`src/rtl/omni_wheel_mix_smoother_unit_macros.svh`:
```
// Assertion macros for the omni wheel mixer.
// Each check is compiled out when SYNTHESIS is defined.
`ifndef OMNI_WHEEL_MIX_SMOOTHER_UNIT_MACROS_SVH
`define OMNI_WHEEL_MIX_SMOOTHER_UNIT_MACROS_SVH

`ifndef SYNTHESIS
// same-cycle implication
`define OWMS_ASSERT_IMP(lbl, clk, rst_n, ante, cons) \
    lbl: assert property (@(posedge clk) disable iff (!rst_n) (ante) |-> (cons)) \
        else $error("owms: same-cycle check failed");
// next-cycle implication
`define OWMS_ASSERT_NXT(lbl, clk, rst_n, ante, cons) \
    lbl: assert property (@(posedge clk) disable iff (!rst_n) (ante) |=> (cons)) \
        else $error("owms: next-cycle check failed");
`else
`define OWMS_ASSERT_IMP(lbl, clk, rst_n, ante, cons)
`define OWMS_ASSERT_NXT(lbl, clk, rst_n, ante, cons)
`endif

`endif

```
`src/rtl/owms_pkg.sv`:
```
package owms_pkg;

    localparam int PW_W    = 16;          // wheel power, Q8.8
    localparam int STK_W   = 8;           // stick axis
    localparam int OP_W    = 2;
    localparam int CFG_W   = 9;
    localparam int FRAC_W  = 8;
    localparam int A_W     = PW_W + 1;    // multiplicand: widest is target minus wheel
    localparam int B_W     = 16;          // multiplier, serially consumed
    localparam int P_W     = 26;          // product
    localparam int RND_W   = P_W - FRAC_W;
    localparam int APB_AW  = 3;
    localparam int APB_DW  = 32;
    localparam int REG_IDX_LSB = 2;

    typedef logic signed [PW_W-1:0] t_pow;

    typedef enum logic [OP_W-1:0] {
        OP_NORMAL = 2'd0,
        OP_DRIFT  = 2'd1,
        OP_ROTATE = 2'd2,
        OP_PARK   = 2'd3
    } t_op;

    typedef enum logic {
        REG_SMOOTHING = 1'b0,
        REG_TURN_GAIN = 1'b1
    } t_reg;

    localparam logic [CFG_W-1:0] SMOOTH_RST = 9'd64;
    localparam logic [CFG_W-1:0] GAIN_RST   = 9'd128;
    localparam logic [CFG_W-1:0] LAMBDA_ONE = 9'd256;

    localparam logic [B_W-1:0] INV_SQRT2_Q16 = 16'd46341;

    localparam t_pow POW_MAX = 16'sh7FFF;
    localparam t_pow POW_MIN = 16'sh8000;

    localparam logic signed [P_W-1:0] WHEEL_MAX = P_W'(32767);
    localparam logic signed [P_W-1:0] WHEEL_MIN = -P_W'(32768);
    localparam logic signed [P_W-1:0] VEC_MAX   = P_W'(25600);
    localparam logic signed [P_W-1:0] VEC_MIN   = -P_W'(25600);
    localparam logic signed [P_W-1:0] RND_HALF  = P_W'(128);

    typedef struct packed {
        logic                  start;
        logic signed [A_W-1:0] a;
        logic [B_W-1:0]        b;
    } t_mul_req;

    typedef struct packed {
        logic                  busy;
        logic                  done;
        logic signed [P_W-1:0] p;
    } t_mul_rsp;

    // round half up, drop FRAC_W fraction bits
    function automatic logic signed [RND_W-1:0] round_frac(input logic signed [P_W-1:0] v);
        logic signed [P_W-1:0] t;
        t = v + RND_HALF;
        return t[P_W-1:FRAC_W];
    endfunction

    function automatic t_pow sat_pow(input logic signed [P_W-1:0] v);
        t_pow r;
        if (v > WHEEL_MAX) begin
            r = POW_MAX;
        end else if (v < WHEEL_MIN) begin
            r = POW_MIN;
        end else begin
            r = v[PW_W-1:0];
        end
        return r;
    endfunction

    // +/-100.0 limit on the rotated stick vector
    function automatic t_pow clamp_vec(input logic signed [P_W-1:0] v);
        logic signed [P_W-1:0] c;
        if (v > VEC_MAX) begin
            c = VEC_MAX;
        end else if (v < VEC_MIN) begin
            c = VEC_MIN;
        end else begin
            c = v;
        end
        return c[PW_W-1:0];
    endfunction

endpackage

```
`src/rtl/owms_if.sv`:
```
interface owms_cmd_if;
    import owms_pkg::*;

    logic                    valid;
    logic                    ready;
    logic [OP_W-1:0]         opcode;
    logic signed [STK_W-1:0] stick_x;
    logic signed [STK_W-1:0] stick_y;

    modport source (output valid, output opcode, output stick_x, output stick_y, input ready);
    modport sink   (input valid, input opcode, input stick_x, input stick_y, output ready);
endinterface

interface owms_pow_if;
    import owms_pkg::*;

    logic valid;
    logic ready;
    t_pow power_a;
    t_pow power_b;
    t_pow power_c;
    t_pow power_d;

    modport source (output valid, output power_a, output power_b, output power_c,
                    output power_d, input ready);
    modport sink   (input valid, input power_a, input power_b, input power_c,
                    input power_d, output ready);
endinterface

```
`src/rtl/omni_wheel_mix_smoother_unit.sv`:
```
// A new command is taken only in idle, once the previous one is handed to the
//   output register. Each multiply runs on the shared bit-serial multiplier, which
//   stops once the remaining bits of its multiplier are zero. The output register
//   lets the next command in while a result beat waits.
// Reset (synchronous, active low): wheel powers zero, lambda 64, turn gain 128.
`include "omni_wheel_mix_smoother_unit_macros.svh"

module omni_wheel_mix_smoother_unit (
    input  logic                         i_clk,
    input  logic                         i_rst_n,
    owms_cmd_if.sink                     i_cmd,
    owms_pow_if.source                   o_pow,
    input  logic                         psel,
    input  logic                         penable,
    input  logic                         pwrite,
    input  logic [owms_pkg::APB_AW-1:0]  paddr,
    input  logic [owms_pkg::APB_DW-1:0]  pwdata,
    output logic [owms_pkg::APB_DW-1:0]  prdata,
    output logic                         pready
);
    import owms_pkg::*;

    // Sequencer: each command walks through the states it needs. Every
    // multiplying state launches one job on the serial multiplier and waits
    // for its done flag.
    typedef enum logic [5:0] {
        S_IDLE   = 6'b000001,
        S_TGT1   = 6'b000010,   // first rotated component  (x - y) / sqrt2
        S_TGT2   = 6'b000100,   // second rotated component (-x - y) / sqrt2
        S_GAIN   = 6'b001000,   // rotate mode: gain * x
        S_SMOOTH = 6'b010000,   // one wheel per pass, A..D
        S_OUT    = 6'b100000    // hand result to the output register
    } t_state;

    localparam logic signed [STK_W-1:0] STK_MIN = {1'b1, {(STK_W-1){1'b0}}};

    t_state                  r_state, n_state;
    logic                    r_launched, n_launched;
    t_op                     r_op, n_op;
    logic signed [STK_W-1:0] r_x, n_x;
    logic signed [STK_W-1:0] r_y, n_y;
    t_pow                    r_v1, n_v1;
    t_pow [3:0]              r_t, n_t;       // targets
    t_pow [3:0]              r_w, n_w;       // smoothed wheel powers
    logic [1:0]              r_idx, n_idx;
    logic                    r_ovalid, n_ovalid;
    t_pow [3:0]              r_out, n_out;

    logic [CFG_W-1:0]        cfg_lambda;
    logic [CFG_W-1:0]        cfg_gain;
    logic [CFG_W-1:0]        lam;

    t_mul_req                mul_req;
    t_mul_rsp                mul_rsp;

    // operand and result helpers
    logic signed [A_W-1:0]   xe, ye, s_1, s_2, err;
    t_pow                    t_cur, w_cur;
    logic signed [RND_W-1:0] rnd;
    logic signed [P_W-1:0]   rnd_ext, nw, neg_p;
    t_pow                    vec_c, g_pos, g_neg;
    t_op                     cmd_op;
    logic signed [STK_W-1:0] cmd_negx;
    t_pow                    drift_p, drift_n;

    owms_cfg u_cfg (
        .i_clk    (i_clk),
        .i_rst_n  (i_rst_n),
        .psel     (psel),
        .penable  (penable),
        .pwrite   (pwrite),
        .paddr    (paddr),
        .pwdata   (pwdata),
        .prdata   (prdata),
        .pready   (pready),
        .o_lambda (cfg_lambda),
        .o_gain   (cfg_gain)
    );

    owms_sermul u_mul (
        .i_clk   (i_clk),
        .i_rst_n (i_rst_n),
        .i_req   (mul_req),
        .o_rsp   (mul_rsp)
    );

    // lambda above 1.0 acts as 1.0
    assign lam = (cfg_lambda > LAMBDA_ONE) ? LAMBDA_ONE : cfg_lambda;

    assign xe  = {{(A_W-STK_W){r_x[STK_W-1]}}, r_x};
    assign ye  = {{(A_W-STK_W){r_y[STK_W-1]}}, r_y};
    assign s_1 = xe - ye;
    assign s_2 = -xe - ye;

    assign t_cur = r_t[r_idx];
    assign w_cur = r_w[r_idx];
    assign err   = {{(A_W-PW_W){t_cur[PW_W-1]}}, t_cur} - {{(A_W-PW_W){w_cur[PW_W-1]}}, w_cur};

    assign rnd     = round_frac(mul_rsp.p);
    assign rnd_ext = {{(P_W-RND_W){rnd[RND_W-1]}}, rnd};
    assign nw      = {{(P_W-PW_W){w_cur[PW_W-1]}}, w_cur} + rnd_ext;
    assign vec_c   = clamp_vec(rnd_ext);
    assign neg_p   = -mul_rsp.p;
    assign g_pos   = sat_pow(mul_rsp.p);
    assign g_neg   = sat_pow(neg_p);

    // drift with y at zero: +/- x as a whole number, -(-128) saturates
    assign cmd_op   = t_op'(i_cmd.opcode);
    assign cmd_negx = -i_cmd.stick_x;
    assign drift_p  = {i_cmd.stick_x, {FRAC_W{1'b0}}};
    assign drift_n  = (i_cmd.stick_x == STK_MIN) ? POW_MAX : {cmd_negx, {FRAC_W{1'b0}}};

    always_comb begin
        n_state    = r_state;
        n_launched = r_launched;
        n_op       = r_op;
        n_x        = r_x;
        n_y        = r_y;
        n_v1       = r_v1;
        n_t        = r_t;
        n_w        = r_w;
        n_idx      = r_idx;
        n_ovalid   = r_ovalid;
        n_out      = r_out;

        // multiplier operands follow the state
        mul_req.start = 1'b0;
        mul_req.a     = '0;
        mul_req.b     = '0;
        case (r_state)
            S_TGT1: begin
                mul_req.a = s_1;
                mul_req.b = INV_SQRT2_Q16;
            end
            S_TGT2: begin
                mul_req.a = s_2;
                mul_req.b = INV_SQRT2_Q16;
            end
            S_GAIN: begin
                mul_req.a = xe;
                mul_req.b = {{(B_W-CFG_W){1'b0}}, cfg_gain};
            end
            S_SMOOTH: begin
                mul_req.a = err;
                mul_req.b = {{(B_W-CFG_W){1'b0}}, lam};
            end
            default: mul_req.a = '0;
        endcase

        if (((r_state == S_TGT1) || (r_state == S_TGT2) || (r_state == S_GAIN) ||
             (r_state == S_SMOOTH)) && !r_launched) begin
            mul_req.start = 1'b1;
            n_launched    = 1'b1;
        end

        if (o_pow.valid && o_pow.ready) begin
            n_ovalid = 1'b0;
        end

        case (r_state)
            S_IDLE: begin
                if (i_cmd.valid) begin
                    n_op  = cmd_op;
                    n_x   = i_cmd.stick_x;
                    n_y   = i_cmd.stick_y;
                    n_idx = '0;
                    case (cmd_op)
                        OP_NORMAL: n_state = S_TGT1;
                        OP_DRIFT: begin
                            if (i_cmd.stick_y != '0) begin
                                n_state = S_TGT1;
                            end else begin
                                n_t[0]  = drift_p;
                                n_t[2]  = drift_p;
                                n_t[1]  = drift_n;
                                n_t[3]  = drift_n;
                                n_state = S_SMOOTH;
                            end
                        end
                        OP_ROTATE: n_state = S_GAIN;
                        default: begin
                            n_t     = '0;
                            n_state = S_SMOOTH;
                        end
                    endcase
                end
            end
            S_TGT1: begin
                if (mul_rsp.done) begin
                    n_v1       = vec_c;
                    n_launched = 1'b0;
                    n_state    = S_TGT2;
                end
            end
            S_TGT2: begin
                if (mul_rsp.done) begin
                    n_launched = 1'b0;
                    n_state    = S_SMOOTH;
                    if (r_op == OP_NORMAL) begin
                        n_t[0] = r_v1;
                        n_t[3] = r_v1;
                        n_t[1] = vec_c;
                        n_t[2] = vec_c;
                    end else begin
                        n_t[0] = r_v1;
                        n_t[2] = r_v1;
                        n_t[1] = vec_c;
                        n_t[3] = vec_c;
                    end
                end
            end
            S_GAIN: begin
                if (mul_rsp.done) begin
                    n_t[1]     = g_pos;
                    n_t[2]     = g_pos;
                    n_t[0]     = g_neg;
                    n_t[3]     = g_neg;
                    n_launched = 1'b0;
                    n_state    = S_SMOOTH;
                end
            end
            S_SMOOTH: begin
                if (mul_rsp.done) begin
                    n_w[r_idx] = sat_pow(nw);
                    n_launched = 1'b0;
                    n_idx      = r_idx + 2'd1;
                    if (r_idx == 2'd3) begin
                        n_state = S_OUT;
                    end
                end
            end
            S_OUT: begin
                // wait here only while the previous result beat is still held
                if (!r_ovalid || o_pow.ready) begin
                    n_out    = r_w;
                    n_ovalid = 1'b1;
                    n_state  = S_IDLE;
                end
            end
            default: n_state = S_IDLE;
        endcase
    end

    always_ff @(posedge i_clk) begin
        if (!i_rst_n) begin
            r_state    <= S_IDLE;
            r_launched <= 1'b0;
            r_w        <= '0;
            r_idx      <= '0;
            r_ovalid   <= 1'b0;
        end else begin
            r_state    <= n_state;
            r_launched <= n_launched;
            r_w        <= n_w;
            r_idx      <= n_idx;
            r_ovalid   <= n_ovalid;
        end
    end

    always_ff @(posedge i_clk) begin
        r_op  <= n_op;
        r_x   <= n_x;
        r_y   <= n_y;
        r_v1  <= n_v1;
        r_t   <= n_t;
        r_out <= n_out;
    end

    assign i_cmd.ready   = (r_state == S_IDLE);
    assign o_pow.valid   = r_ovalid;
    assign o_pow.power_a = r_out[0];
    assign o_pow.power_b = r_out[1];
    assign o_pow.power_c = r_out[2];
    assign o_pow.power_d = r_out[3];

    // multiplier is never restarted mid-job
    `OWMS_ASSERT_IMP(a_start_when_free, i_clk, i_rst_n, mul_req.start, !mul_rsp.busy)
    // an idle sequencer leaves the multiplier quiet
    `OWMS_ASSERT_IMP(a_idle_mul_quiet, i_clk, i_rst_n, i_cmd.ready, !mul_rsp.busy)
    // an accepted beat always starts work
    `OWMS_ASSERT_NXT(a_accept_runs, i_clk, i_rst_n, i_cmd.valid && i_cmd.ready, r_state != S_IDLE)
    // wheel state moves only during smoothing
    `OWMS_ASSERT_NXT(a_wheels_hold, i_clk, i_rst_n, r_state != S_SMOOTH, $stable(r_w))
    // an empty output register is loaded at once
    `OWMS_ASSERT_NXT(a_out_loads, i_clk, i_rst_n, (r_state == S_OUT) && !r_ovalid, r_ovalid)

endmodule

```
`src/rtl/owms_cfg.sv`:
```
module owms_cfg (
    input  logic                         i_clk,
    input  logic                         i_rst_n,
    input  logic                         psel,
    input  logic                         penable,
    input  logic                         pwrite,
    input  logic [owms_pkg::APB_AW-1:0]  paddr,
    input  logic [owms_pkg::APB_DW-1:0]  pwdata,
    output logic [owms_pkg::APB_DW-1:0]  prdata,
    output logic                         pready,
    output logic [owms_pkg::CFG_W-1:0]   o_lambda,
    output logic [owms_pkg::CFG_W-1:0]   o_gain
);
    import owms_pkg::*;

    logic [CFG_W-1:0] r_lambda, n_lambda;
    logic [CFG_W-1:0] r_gain, n_gain;
    t_reg             reg_sel;

    assign reg_sel = t_reg'(paddr[REG_IDX_LSB]);

    always_comb begin
        n_lambda = r_lambda;
        n_gain   = r_gain;
        if (psel && penable && pwrite && pready) begin
            case (reg_sel)
                REG_SMOOTHING: n_lambda = pwdata[CFG_W-1:0];
                REG_TURN_GAIN: n_gain   = pwdata[CFG_W-1:0];
                default:       n_lambda = r_lambda;
            endcase
        end
    end

    always_ff @(posedge i_clk) begin
        if (!i_rst_n) begin
            r_lambda <= SMOOTH_RST;
            r_gain   <= GAIN_RST;
        end else begin
            r_lambda <= n_lambda;
            r_gain   <= n_gain;
        end
    end

    always_comb begin
        case (reg_sel)
            REG_SMOOTHING: prdata = {{(APB_DW-CFG_W){1'b0}}, r_lambda};
            REG_TURN_GAIN: prdata = {{(APB_DW-CFG_W){1'b0}}, r_gain};
            default:       prdata = '0;
        endcase
    end

    assign pready   = 1'b1;
    assign o_lambda = r_lambda;
    assign o_gain   = r_gain;

endmodule

```
`src/rtl/owms_sermul.sv`:
```
// Bit-serial shift-add multiplier: signed a times unsigned b, one bit of b
// per cycle, stops as soon as the remaining bits of b are zero.
module owms_sermul (
    input  logic               i_clk,
    input  logic               i_rst_n,
    input  owms_pkg::t_mul_req i_req,
    output owms_pkg::t_mul_rsp o_rsp
);
    import owms_pkg::*;

    logic                  r_busy, n_busy;
    logic signed [P_W-1:0] r_a, n_a;
    logic [B_W-1:0]        r_b, n_b;
    logic signed [P_W-1:0] r_acc, n_acc;

    always_comb begin
        n_busy = r_busy;
        n_a    = r_a;
        n_b    = r_b;
        n_acc  = r_acc;
        if (i_req.start) begin
            n_busy = 1'b1;
            n_a    = {{(P_W-A_W){i_req.a[A_W-1]}}, i_req.a};
            n_b    = i_req.b;
            n_acc  = '0;
        end else if (r_busy) begin
            if (r_b == '0) begin
                n_busy = 1'b0;
            end else begin
                if (r_b[0]) begin
                    n_acc = r_acc + r_a;
                end
                n_a = r_a <<< 1;
                n_b = r_b >> 1;
            end
        end
    end

    always_ff @(posedge i_clk) begin
        if (!i_rst_n) begin
            r_busy <= 1'b0;
        end else begin
            r_busy <= n_busy;
        end
    end

    always_ff @(posedge i_clk) begin
        r_a   <= n_a;
        r_b   <= n_b;
        r_acc <= n_acc;
    end

    assign o_rsp.busy = r_busy;
    assign o_rsp.done = r_busy && (r_b == '0);
    assign o_rsp.p    = r_acc;

endmodule
```
`src/flat_wrapper.sv`:
```
// flat-port wrapper written by rule: the top's interface ports become plain ports
module omni_wheel_mix_smoother_unit_flat import owms_pkg::*;
  (i_clk, i_rst_n, psel, penable, pwrite, paddr, pwdata, prdata, pready, i_cmd_valid, i_cmd_opcode, i_cmd_stick_x, i_cmd_stick_y, i_cmd_ready, o_pow_valid, o_pow_power_a, o_pow_power_b, o_pow_power_c, o_pow_power_d, o_pow_ready);
  owms_cmd_if i_cmd_i ();
  owms_pow_if o_pow_i ();
  input  logic i_clk;
  input  logic i_rst_n;
  input  logic psel;
  input  logic penable;
  input  logic pwrite;
  input  logic [owms_pkg::APB_AW-1:0] paddr;
  input  logic [owms_pkg::APB_DW-1:0] pwdata;
  output logic [owms_pkg::APB_DW-1:0] prdata;
  output logic pready;
  input wire logic [$bits(i_cmd_i.valid)-1:0] i_cmd_valid;
  input wire logic [$bits(i_cmd_i.opcode)-1:0] i_cmd_opcode;
  input wire logic [$bits(i_cmd_i.stick_x)-1:0] i_cmd_stick_x;
  input wire logic [$bits(i_cmd_i.stick_y)-1:0] i_cmd_stick_y;
  output wire logic [$bits(i_cmd_i.ready)-1:0] i_cmd_ready;
  output wire logic [$bits(o_pow_i.valid)-1:0] o_pow_valid;
  output wire logic [$bits(o_pow_i.power_a)-1:0] o_pow_power_a;
  output wire logic [$bits(o_pow_i.power_b)-1:0] o_pow_power_b;
  output wire logic [$bits(o_pow_i.power_c)-1:0] o_pow_power_c;
  output wire logic [$bits(o_pow_i.power_d)-1:0] o_pow_power_d;
  input wire logic [$bits(o_pow_i.ready)-1:0] o_pow_ready;
  assign i_cmd_i.valid = i_cmd_valid;
  assign i_cmd_i.opcode = i_cmd_opcode;
  assign i_cmd_i.stick_x = i_cmd_stick_x;
  assign i_cmd_i.stick_y = i_cmd_stick_y;
  assign i_cmd_ready = i_cmd_i.ready;
  assign o_pow_valid = o_pow_i.valid;
  assign o_pow_power_a = o_pow_i.power_a;
  assign o_pow_power_b = o_pow_i.power_b;
  assign o_pow_power_c = o_pow_i.power_c;
  assign o_pow_power_d = o_pow_i.power_d;
  assign o_pow_i.ready = o_pow_ready;
  omni_wheel_mix_smoother_unit u_core (.i_clk(i_clk), .i_rst_n(i_rst_n), .i_cmd(i_cmd_i), .o_pow(o_pow_i), .psel(psel), .penable(penable), .pwrite(pwrite), .paddr(paddr), .pwdata(pwdata), .prdata(prdata), .pready(pready));
endmodule
```
`config.mk`:
```
export PLATFORM = sky130hd
export DESIGN_NAME = omni_wheel_mix_smoother_unit_flat
export DESIGN_NICKNAME = d
export VERILOG_FILES = /design/src/rtl/owms_pkg.sv /design/src/rtl/owms_if.sv /design/src/rtl/omni_wheel_mix_smoother_unit.sv /design/src/rtl/owms_cfg.sv /design/src/rtl/owms_sermul.sv /design/src/flat_wrapper.sv
export VERILOG_INCLUDE_DIRS = /design/src /design/src/rtl
export SDC_FILE = /design/constraint.sdc
export NUM_CORES = 1
export LEC_CHECK = 0
export BUFFER_PORTS_ARGS = -buffer_cell sky130_fd_sc_hd__buf_2
export CAP_MARGIN = 15
export CELL_PAD_IN_SITES_DETAIL_PLACEMENT = 1
export CELL_PAD_IN_SITES_GLOBAL_PLACEMENT = 2
export CORE_UTILIZATION = 43
export DETAILED_ROUTE_END_ITERATION = 10
export PLACE_DENSITY = 0.95
export SLEW_MARGIN = 0
export SYNTH_ARGS = -nofsm -noshare
export SYNTH_HDL_FRONTEND = slang
export SYNTH_SLANG_ARGS = --single-unit
export TNS_END_PERCENT = 30
```
`constraint.sdc`:
```
create_clock -name i_clk -period 14.29 [get_ports i_clk]
set_clock_uncertainty 0.1 [all_clocks]
set_input_delay 1.429 -clock i_clk [delete_from_list [all_inputs] [get_ports i_clk]]
set_output_delay 1.429 -clock i_clk [all_outputs]
set_load 0.02 [all_outputs]
```
==> run metrics, run 1 <==
initial antenna violation count 0; htree depth 2; register bit total from synthesis around 320; FILL cells ~4,600; TritonCTS buffer count 36; Post-Route WL between 50,000 and 60,000 microns; kind of path behind the tightest hold check reg -> reg; asr flop ratio synth 0%; Synth Instances around 1,800; Area Growth Syn to Fin 11.99%; LEAKAGE ~7.5 nW; Synth area leader edfxtp_1; commonest cells in the netlist 204 x edfxtp_1, 162 x nand2_1, 155 x nor2_1; Final ANT Viol Nets 0; # DRC 0; post-synth top area share between 30% and 40%; number of synthesized flops with an enable pin around 200; Final HPWL DP a little under 40,000 microns; PostCTS Resize Cnt 0; Post-CTS Hold Buffers 0; Final Cycle Share between 40% and 50%; Longest Clk Path Bufs 3; Worst IR Drop VDD 0.1294 mV; Worst setup SP type register; final hold viol count 0; status finished clean; CP Class reg -> reg; library cells used by synthesis 86; clock latency on the worst-skew pair roughly 560 ps; Max Clock Freq between 150 and 200 MHz; Worst EP arrival 6310 ps; total gr overflow 0; synth top area cells edfxtp_1 33%, dfxtp_1 13%, ha_1 6.2%; largest net degree at the start of global routing 66; CORE AREA ~42,000 sq um; Clock Root Buffer clkbuf_16; syn_area_per_cell 10.31 sq um; DR vias 14,620; Setup WS pre-CTS 8502 ps; CP required about 15,000 ps; Setup crit end kind register; effective utilization at floorplan a little over two fifths; final worst path period need ~5900 ps; vias in the first global route about 15,000; num ports between 150 and 200; most frequent cell after synthesis edfxtp_1; Primary FF master, synth edfxtp_1; post-DR vias/cell between 6 and 7; Pre-antenna DRT Iters 5; Setup Fix Bufs, Post-CTS 0; crit path max fanout 15; die area between 40,000 and 50,000 sq um; 1st-iter DRT viols between 1,000 and 1,500; Post-Syn Area around 18,000 sq um; max cap viols 0; Row Count 75; final setup fails 0; sequential fraction of the synthesis area a little under half; port bufs 109; synth warn 0; gr usage total about 25%; CTS sink cnt 323; wire per inst ~23 microns; Final nets roughly 2,000; Tightest Pin Transition about 1200 ps; RSZ-0062 raised after global routing false; Slew HR 20.54%; Cell Pwr Density roughly 170 nW/um^2; Worst-path clk slew roughly 60 ps; global-route wire length before repair approximately 86,000 microns; setup TNS 0 ps; Pins Over Slew Limit 0; share of cells above drive strength 1 between 15 and 20%; CTS tree yes; routability congestion estimate 0.9148; die height around 210 microns; die width 208.5 microns; PnR worst setup slack between 8000 and 9000 ps
## cells by family after synthesis
| logic type | count (synthesis) | share of synthesized area, % |
|---|---|---|
| and+or+nand+nor | 537 | 14.21 |
| AOI/OAI and AO/OA | 484 | 18.69 |
| DFF | 323 | 46.42 |
| buffers and inverters | 202 | 4.894 |
| adders and majority gates | 97 | 6.819 |
| xor gates and xnor gates | 85 | 4.061 |
| muxes | 48 | 4.867 |
| other | 2 | 0.04097 |
## per-stage QoR
| step | instances | instance area, sq um | power (W) | hold WS (ps) | util [%] |
|---|---|---|---|---|---|
| 3_5_place_dp | 2358 | 19310 | 0.002638 | 342.9 | 45.92 |
| 6_report | 2425 | 20530 | 0.003592 | 359.5 | 48.83 |
| 3_3_place_gp | 2358 | 19310 | 0.002582 | 341.3 | 45.92 |
| 5_1_grt | 2424 | 20520 | 0.003790 | 373.3 | 48.82 |
| 2_1_floorplan | 1800 | 18410 | 0.002252 | 325.5 | - |
| 4_1_cts | 2424 | 20520 | 0.003600 | 357.9 | 48.82 |
## worst max-delay path: stages, from the launching register on
cell      delay [ps]
dfxtp_1          630
ha_1             390
nand4_1          200
or3_1            420
xnor2_1          670
inv_1            130
ha_1             450
nand3_1          120
nor2_1           140
o21ai_0          100
o21ai_0          280
maj3_2           330
o211ai_1         120
a22oi_1          640
a31oi_4          220
nor3_1           590
o221a_2          310
## per-layer routing
metal | GRT usage [%] | up-vias | wire length (microns)
met1 | 31.95 | 7327 | 23470
met2 | 43.16 | 396 | 26740
met5 | 0 | - | 0
met3 | 3.351 | 117 | 2553
met4 | 10.40 | 0 | 1872
li1 | - | 6778 | -
## final timing paths
check	start	end	slack (ps)	cells after the start
setup reg to reg	u_core.u_mul.r_acc[7]$_SDFFE_PP0P_	u_core.r_w[38]$_SDFFE_PN0P_	8380	16
hold / removal	u_core.r_w[47]$_SDFFE_PN0P_	u_core.o_pow.power_c[15]$_DFFE_PP_	360	0
setup / recovery	u_core.u_mul.r_acc[7]$_SDFFE_PP0P_	u_core.r_w[38]$_SDFFE_PN0P_	8380	16
hold reg to reg	u_core.r_w[47]$_SDFFE_PN0P_	u_core.o_pow.power_c[15]$_DFFE_PP_	360	0
## area by class of cell
cell class | instances | area (sq um) | share of cell area [%]
flip-flops and latches | 323 | 8509 | 41.45
inverters | 86 | 322.8 | 1.573
repair buffers | 135 | 740.7 | 3.608
well taps | 539 | 674.4 | 3.285
multi-input cells | 1275 | 9059 | 44.13
diodes | 1 | 2.502 | 0.01219
clock buffers | 53 | 1112 | 5.419
clock inverters | 13 | 106.4 | 0.5181
## where the power goes
part | switching [W] | leakage, nW | internal, W
clock network | 0.000399 | 0.598 | 0.000549
logic | 0.000837 | 4.17 | 0.000482
registers | 0.000166 | 2.72 | 0.00116
## sequential cells by signal (all words and copies together), names as in the netlist
name                   count
u_core.o_pow.power_a      16
u_core.o_pow.power_b      16
u_core.o_pow.power_c      16
u_core.o_pow.power_d      16
u_core.o_pow.valid         1
u_core.r_idx               2
u_core.r_launched          1
u_core.r_op                2
u_core.r_state             6
u_core.r_t                64
u_core.r_v1               16
u_core.r_w                64
u_core.r_x                 8
u_core.r_y                 8
u_core.u_cfg.o_gain        9
u_core.u_cfg.o_lambda      9
u_core.u_mul.r_a          26
u_core.u_mul.r_acc        26
u_core.u_mul.r_b          16
u_core.u_mul.r_busy        1
## layout by cell type, fill, tap and decap left out, types with 39 or more instances in the layout
cell type / count
edfxtp_1: 204
nand2_1: 161
nor2_1: 154
a21oi_1: 137
dfxtp_1: 118
buf_2: 109
ha_1: 91
inv_1: 86
o21ai_0: 72
xnor2_1: 50
o221a_2: 50
nor3_1: 42
clkbuf_16: 42
o211ai_1: 39
(Power assumes the default switching activity.)
==> run 2, diff against run 1 <==
CORE_UTILIZATION = 36   (was 43)
PLACE_DENSITY = 0.88   (was 0.95)
clock period = 4.8 ns   (was 14.29 ns; I/O delays follow)
==> run 2 against run 1 <==
Net effect: combinational power grew to 3.4 times the previous value; critical endpoint is now u_core.r_w[4]$_SDFFE_PN0P_; die area is 19% higher; global-route usage is 2.7 points lower.
==> run metrics, run 2 (synthesized netlist as in run 1, its figures left out) <==
status finished clean; Worst EP arrival 4900 ps (-1410 ps); DR vias 14,960 (+2.4%); final setup fails 0 (unchanged); FILL cells 5,581 (+21%); leading cell types in the layout, fill and taps excluded 204 x edfxtp_1, 161 x nand2_1, 151 x nor2_1; CTS sink cnt 323 (unchanged); effective utilization at floorplan 36.54% (-7.1 points); Area Growth Syn to Fin 17.04%; 1st-iter DRT viols 1,046 (-4.5%); PnR worst setup slack 248.4 ps (-8135 ps); routability congestion estimate 0.9086 (-0.68%); global-route wire length before repair 89,490 microns (+4.5%); die area 51,820 sq um (+19%); final worst path period need 4552 ps (-1355 ps); initial antenna violation count 0 (unchanged); CP required 5150 ps (-9540 ps); Final HPWL DP 43,020 microns (+8.5%); commonest non-fill, non-tap cell in the layout edfxtp_1; Final ANT Viol Nets 0 (unchanged); routed wl met2 29,610 microns (+11%); Slew HR 23.09% (+2.5 points); largest net degree at the start of global routing 66 (unchanged); post-DR vias/cell 5.677 (-5.8%); RSZ-0062 raised after global routing true; Placed Instance Area 20,020 sq um (+3.7%); wire per inst 21.84 microns (-3.1%); Worst IR Drop VDD 0.2411 mV (+86%); TritonCTS buffer count 38 (+5.6%); Clock Root Buffer clkbuf_16; kind of path behind the tightest hold check in -> reg; WL met3 2189 microns (-14%); num ports 159 (unchanged); die width 227.6 microns (+9.2%); Final nets 2,090 (+3.8%); Setup WS pre-CTS 50.65 ps (-8452 ps); Worst-path clk slew 60 ps (about the same); R2R Setup Slk 250 ps (-8130 ps); htree depth 2 (unchanged); share of cells above drive strength 1 20.21% (+3.4 points); Post-Route WL 57,570 microns (+5.4%); CTS tree yes; Worst setup SP type register; Pre-antenna DRT Iters 5 (unchanged); CORE AREA 50,170 sq um (+19%); Core Util, Final 42.76% (-6.1 points); Row Count 82 (+9.3%); Final Cell Area 21,450 sq um (+4.5%); # DRC 0 (unchanged); crit path max fanout 15 (unchanged); Longest Clk Path Bufs 3 (unchanged); total gr overflow 0 (unchanged); CP Class reg -> reg; Pins Over Slew Limit 0 (unchanged); gr usage total 22.45% (-2.7 points); diode count 0 (-1); LEAKAGE 7.922 nW (+5.8%); vias in the first global route 15,560 (+3.4%); Max Clock Freq 219.7 MHz (+30%); Tightest Pin Transition 1154 ps (-23.31 ps); port bufs 109 (unchanged); Final Cycle Share 94.83% (+53 points); Cell Pwr Density 519.1 nW/um^2 (+200%); Setup crit end kind register; clock latency on the worst-skew pair 570 ps (about the same); M1 WL 24,060 microns (+2.5%); biggest regs u_core.r_t: 64 flops, u_core.r_w: 64 flops; highest metal used met4; final hold viol count 0 (unchanged); max cap viols 0 (unchanged); die height 227.6 microns (+9.2%)
[run 2: repair_timing]
| action | CTS | global route |
|---|---|---|
| pin swaps | 0 | 2 |
| resized for setup | 2 | 16 |
| endpoints found under the setup margin | 4 | 59 |
| endpoints found under the hold margin | 8 | 0 |
| hold buffers | 8 | 0 |
| setup buffers | 0 | 4 |
[run 2: critical path, cell delays in order, from the launching register on]
cell and delay, ps:
dfxtp_1 430, ha_1 210, nand4_1 230, nor2_1 210, nand2_1 90, xor2_1 360, inv_1 100, ha_1 390
nand2_1 100, o21ai_0 250, a21o_1 160, a211oi_1 60, a22o_2 260, nor4_1 310, a311oi_2 110, buf_4 170
o31ai_4 330, nand2_2 120, buf_12 170, o221a_2 260
[run 2: path summary, 6_finish.rpt]
kind                                       from                                  to  cells past startpoint
max          u_core.u_mul.r_acc[7]$_SDFFE_PP0P_          u_core.r_w[4]$_SDFFE_PN0P_                     19
min                             i_cmd_opcode[1]            u_core.r_op[1]$_DFFE_PP_                      1
max reg2reg  u_core.u_mul.r_acc[7]$_SDFFE_PP0P_          u_core.r_w[4]$_SDFFE_PN0P_                     19
min reg2reg         u_core.r_w[31]$_SDFFE_PN0P_  u_core.o_pow.power_b[15]$_DFFE_PP_                      0
[run 2: per-stage QoR]
| step | TNS (ps) | total power [W] | instances | hold WS (ps) |
|---|---|---|---|---|
| floorplan | 0 | 0.006701 | 1800 | 325.5 |
| global placement | 0 | 0.007953 | 2554 | 341.7 |
| detailed placement | 0 | 0.008144 | 2554 | 349.0 |
| CTS | 0 | 0.01110 | 2632 | 6.971 |
| global route | -160.1 | 0.01173 | 2636 | 21.71 |
| finish | 0 | 0.01114 | 2636 | 37.53 |
[run 2: metal layers]
layer / track usage (%) / vias up
met5: 0 / -
met4: 7.794 / 0
met3: 2.970 / 91
met2: 41.11 / 338
met1: 26.81 / 7596
li1: - / 6939
[run 2: layout make-up]
class | count | area [sq um] | area share, %
clock buffer | 48 | 1020 | 4.753
clock inverter | 22 | 220.2 | 1.026
multi-input combinational | 1275 | 9141 | 42.61
sequential | 323 | 8511 | 39.67
timing repair buffer | 210 | 1399 | 6.520
tap | 672 | 840.8 | 3.919
inverter | 86 | 322.8 | 1.505
[run 2: where the power goes]
group	leakage (nW)	internal [W]	switching, W
Combinational	4.59	0.00166	0.00280
Clock	0.606	0.00168	0.00122
Sequential	2.72	0.00345	0.000316
==> run 3, diff against run 2 <==
BUFFER_PORTS_ARGS = not set   (was -buffer_cell sky130_fd_sc_hd__buf_2)
CORE_UTILIZATION = 38   (was 36)
DONT_BUFFER_PORTS = 1   (was not set)
SETUP_SLACK_MARGIN = 0.1   (was not set)
==> run 3 against run 2 <==
Net effect: die area fell by 5.2%; via count fell by 1.7%; combinational power barely moved; hold slack got worse by 4.8 ps; final area fell by 1.5%; wire length rose by 1.2%; register-to-register slack got worse by 60 ps; flip-flop and latch count did not move.
==> run metrics, run 3 (synthesized netlist as in run 1, its figures left out) <==
TritonCTS buffer count 38 (unchanged); setup TNS 0 ps (unchanged); PnR worst setup slack 188.7 ps (-59.64 ps); Worst IR Drop VDD 0.2513 mV (+4.2%); slowest CP cell or4_1; leading cell types in the layout, fill and taps excluded 204 x edfxtp_1, 161 x nand2_1, 149 x nor2_1; final setup fails 0 (unchanged); CORE AREA 47,650 sq um (-5.0%); htree depth 2 (unchanged); Tightest Pin Transition 1102 ps (-51.74 ps); vias in the first global route 15,460 (-0.66%); max cap viols 0 (unchanged); Slew HR 26.46% (+3.4 points); CP Class reg -> reg; routability congestion estimate 0.9177 (+1.0%); final hold viol count 0 (unchanged); kind of path behind the tightest hold check in -> reg; # DRC 0 (unchanged); biggest regs u_core.r_t: 64 flops, u_core.r_w: 64 flops; die height 221.6 microns (-2.6%); clock latency on the worst-skew pair 580 ps (about the same); commonest non-fill, non-tap cell in the layout edfxtp_1; Area Growth Syn to Fin 15.34%; Setup WS pre-CTS 87.05 ps (+36.41 ps); post-DR vias/cell 5.907 (+4.1%); initial antenna violation count 0 (unchanged); CP required 5160 ps (about the same); Worst-path clk slew 60 ps (about the same); share of cells above drive strength 1 15.99% (-4.2 points); port bufs 0 (-100%); global-route wire length before repair 90,380 microns (+1.0%); Final Cycle Share 96.07% (+1.2 points); final worst path period need 4611 ps (+59.64 ps); diode count 0 (unchanged); RSZ-0062 raised after global routing true; die width 221.6 microns (-2.6%); Final nets 2,002 (-4.2%); Core Util, Final 44.38% (+1.6 points); Longest Clk Path Bufs 3 (unchanged); CTS sink cnt 323 (unchanged); DR vias 14,710 (-1.7%); largest net degree at the start of global routing 66 (unchanged); Worst Path Buf+Inv 5 (+2); crit path max fanout 15 (unchanged); Cell Pwr Density 526.9 nW/um^2 (+1.5%); Finished Layout Cells 2,491 (-5.5%); Clock Root Buffer clkbuf_16; DP Cell Count 2,384 (-6.7%); worst-path cell chain inv_1 > or4_1 > buf_12 > nor2_1 > xnor2_1 > ha_2 > nand3_1 > nor2_1 > o21ai_0 > o21ai_0 > buf_4 > maj3_2 > o21ai_4 > xnor2_4 > buf_4 > o31ai_4 > buf_12 > nand2_4 > o221a_2; wire per inst 23.38 microns (+7.1%); Row Count 80 (-2.4%); Max Clock Freq 216.9 MHz (-1.3%); FILL cells 5,221 (-6.5%); Pins Over Slew Limit 0 (unchanged); status finished clean; die area 49,120 sq um (-5.2%); Crit path max-delay family simple AND/OR/NAND/NOR gates; Worst setup SP type register; Fin Hold WS 32.71 ps (-4.819 ps); Reg area 8516 sq um (about the same); gr usage total 23.46% (+1.0 points); LEAKAGE 7.673 nW (-3.1%); CTS tree yes; num ports 159 (unchanged); Final HPWL DP 43,650 microns (+1.5%); Pre-antenna DRT Iters 7 (+2); largest stage delay on the critical path 600 ps (+170 ps); Final ANT Viol Nets 0 (unchanged); Setup crit end kind register; area of the multi-input gates 9239 sq um (+1.1%); Worst EP arrival 4980 ps (+80 ps); Post-Route WL 58,250 microns (+1.2%); total gr overflow 0 (unchanged); 1st-iter DRT viols 958 (-8.4%); effective utilization at floorplan 38.47% (+1.9 points)
run 3: cell types whose count changed in the layout (fill, tap and decap cells not counted), sizes merged:
cell	change
buf	-109
dlygate4sd3	+20
clkbuf	+9
clkinv	-8
bufinv	-3
clkinvlp	+2
a31oi	+1
run 3: path summary, 6_finish.rpt:
path,from,endpoint,slack [ps],cells after the start
setup / recovery,u_core.u_mul.r_acc[7]$_SDFFE_PP0P_,u_core.r_w[54]$_SDFFE_PN0P_,190,19
hold / removal,i_cmd_stick_x[3],u_core.r_t[43]$_DFFE_PP_,30,2
setup reg to reg,u_core.u_mul.r_acc[7]$_SDFFE_PP0P_,u_core.r_w[54]$_SDFFE_PN0P_,190,19
hold reg to reg,u_core.r_w[43]$_SDFFE_PN0P_,u_core.o_pow.power_c[11]$_DFFE_PP_,360,0
run 3: layer usage:
layer	GRT usage [%]	up-vias	share of wire, %
li1	-	6773	-
met1	27.84	7392	40
met2	41.70	425	50
met3	3.644	124	4.9
met4	10.57	0	4.5
met5	0	-	0
run 3: area by class of cell:
class / count / area share, %
multi-input combinational: 1276 / 43.70
sequential: 323 / 40.28
clock buffer: 57 / 5.368
timing repair buffer: 121 / 4.959
tap: 615 / 3.639
inverter: 86 / 1.527
clock inverter: 13 / 0.5326
run 3: repair_timing:
action                     4_1_cts  5_1_grt
setup endpoints to repair       38       61
gates cloned                     0        1
hold buffers                    29        0
setup buffers                    0        7
gates resized for setup          0       32
hold endpoints to repair        99        0
pin swaps                        0       11
run 3: report_power, final:
| group | internal (W) | switching, W | leakage (nW) |
|---|---|---|---|
| combinational | 0.00170 | 0.00279 | 4.34 |
| sequential | 0.00345 | 0.000324 | 2.72 |
| clock | 0.00166 | 0.00121 | 0.609 |
run 3: through the flow:
| step | cell area, sq um | power, W |
|---|---|---|
| 2_1_floorplan | 18420 | 0.006701 |
| 3_3_place_gp | 19340 | 0.007890 |
| 3_5_place_dp | 19340 | 0.008084 |
| 4_1_cts | 20900 | 0.01102 |
| 5_1_grt | 21140 | 0.01180 |
| 6_report | 21140 | 0.01114 |
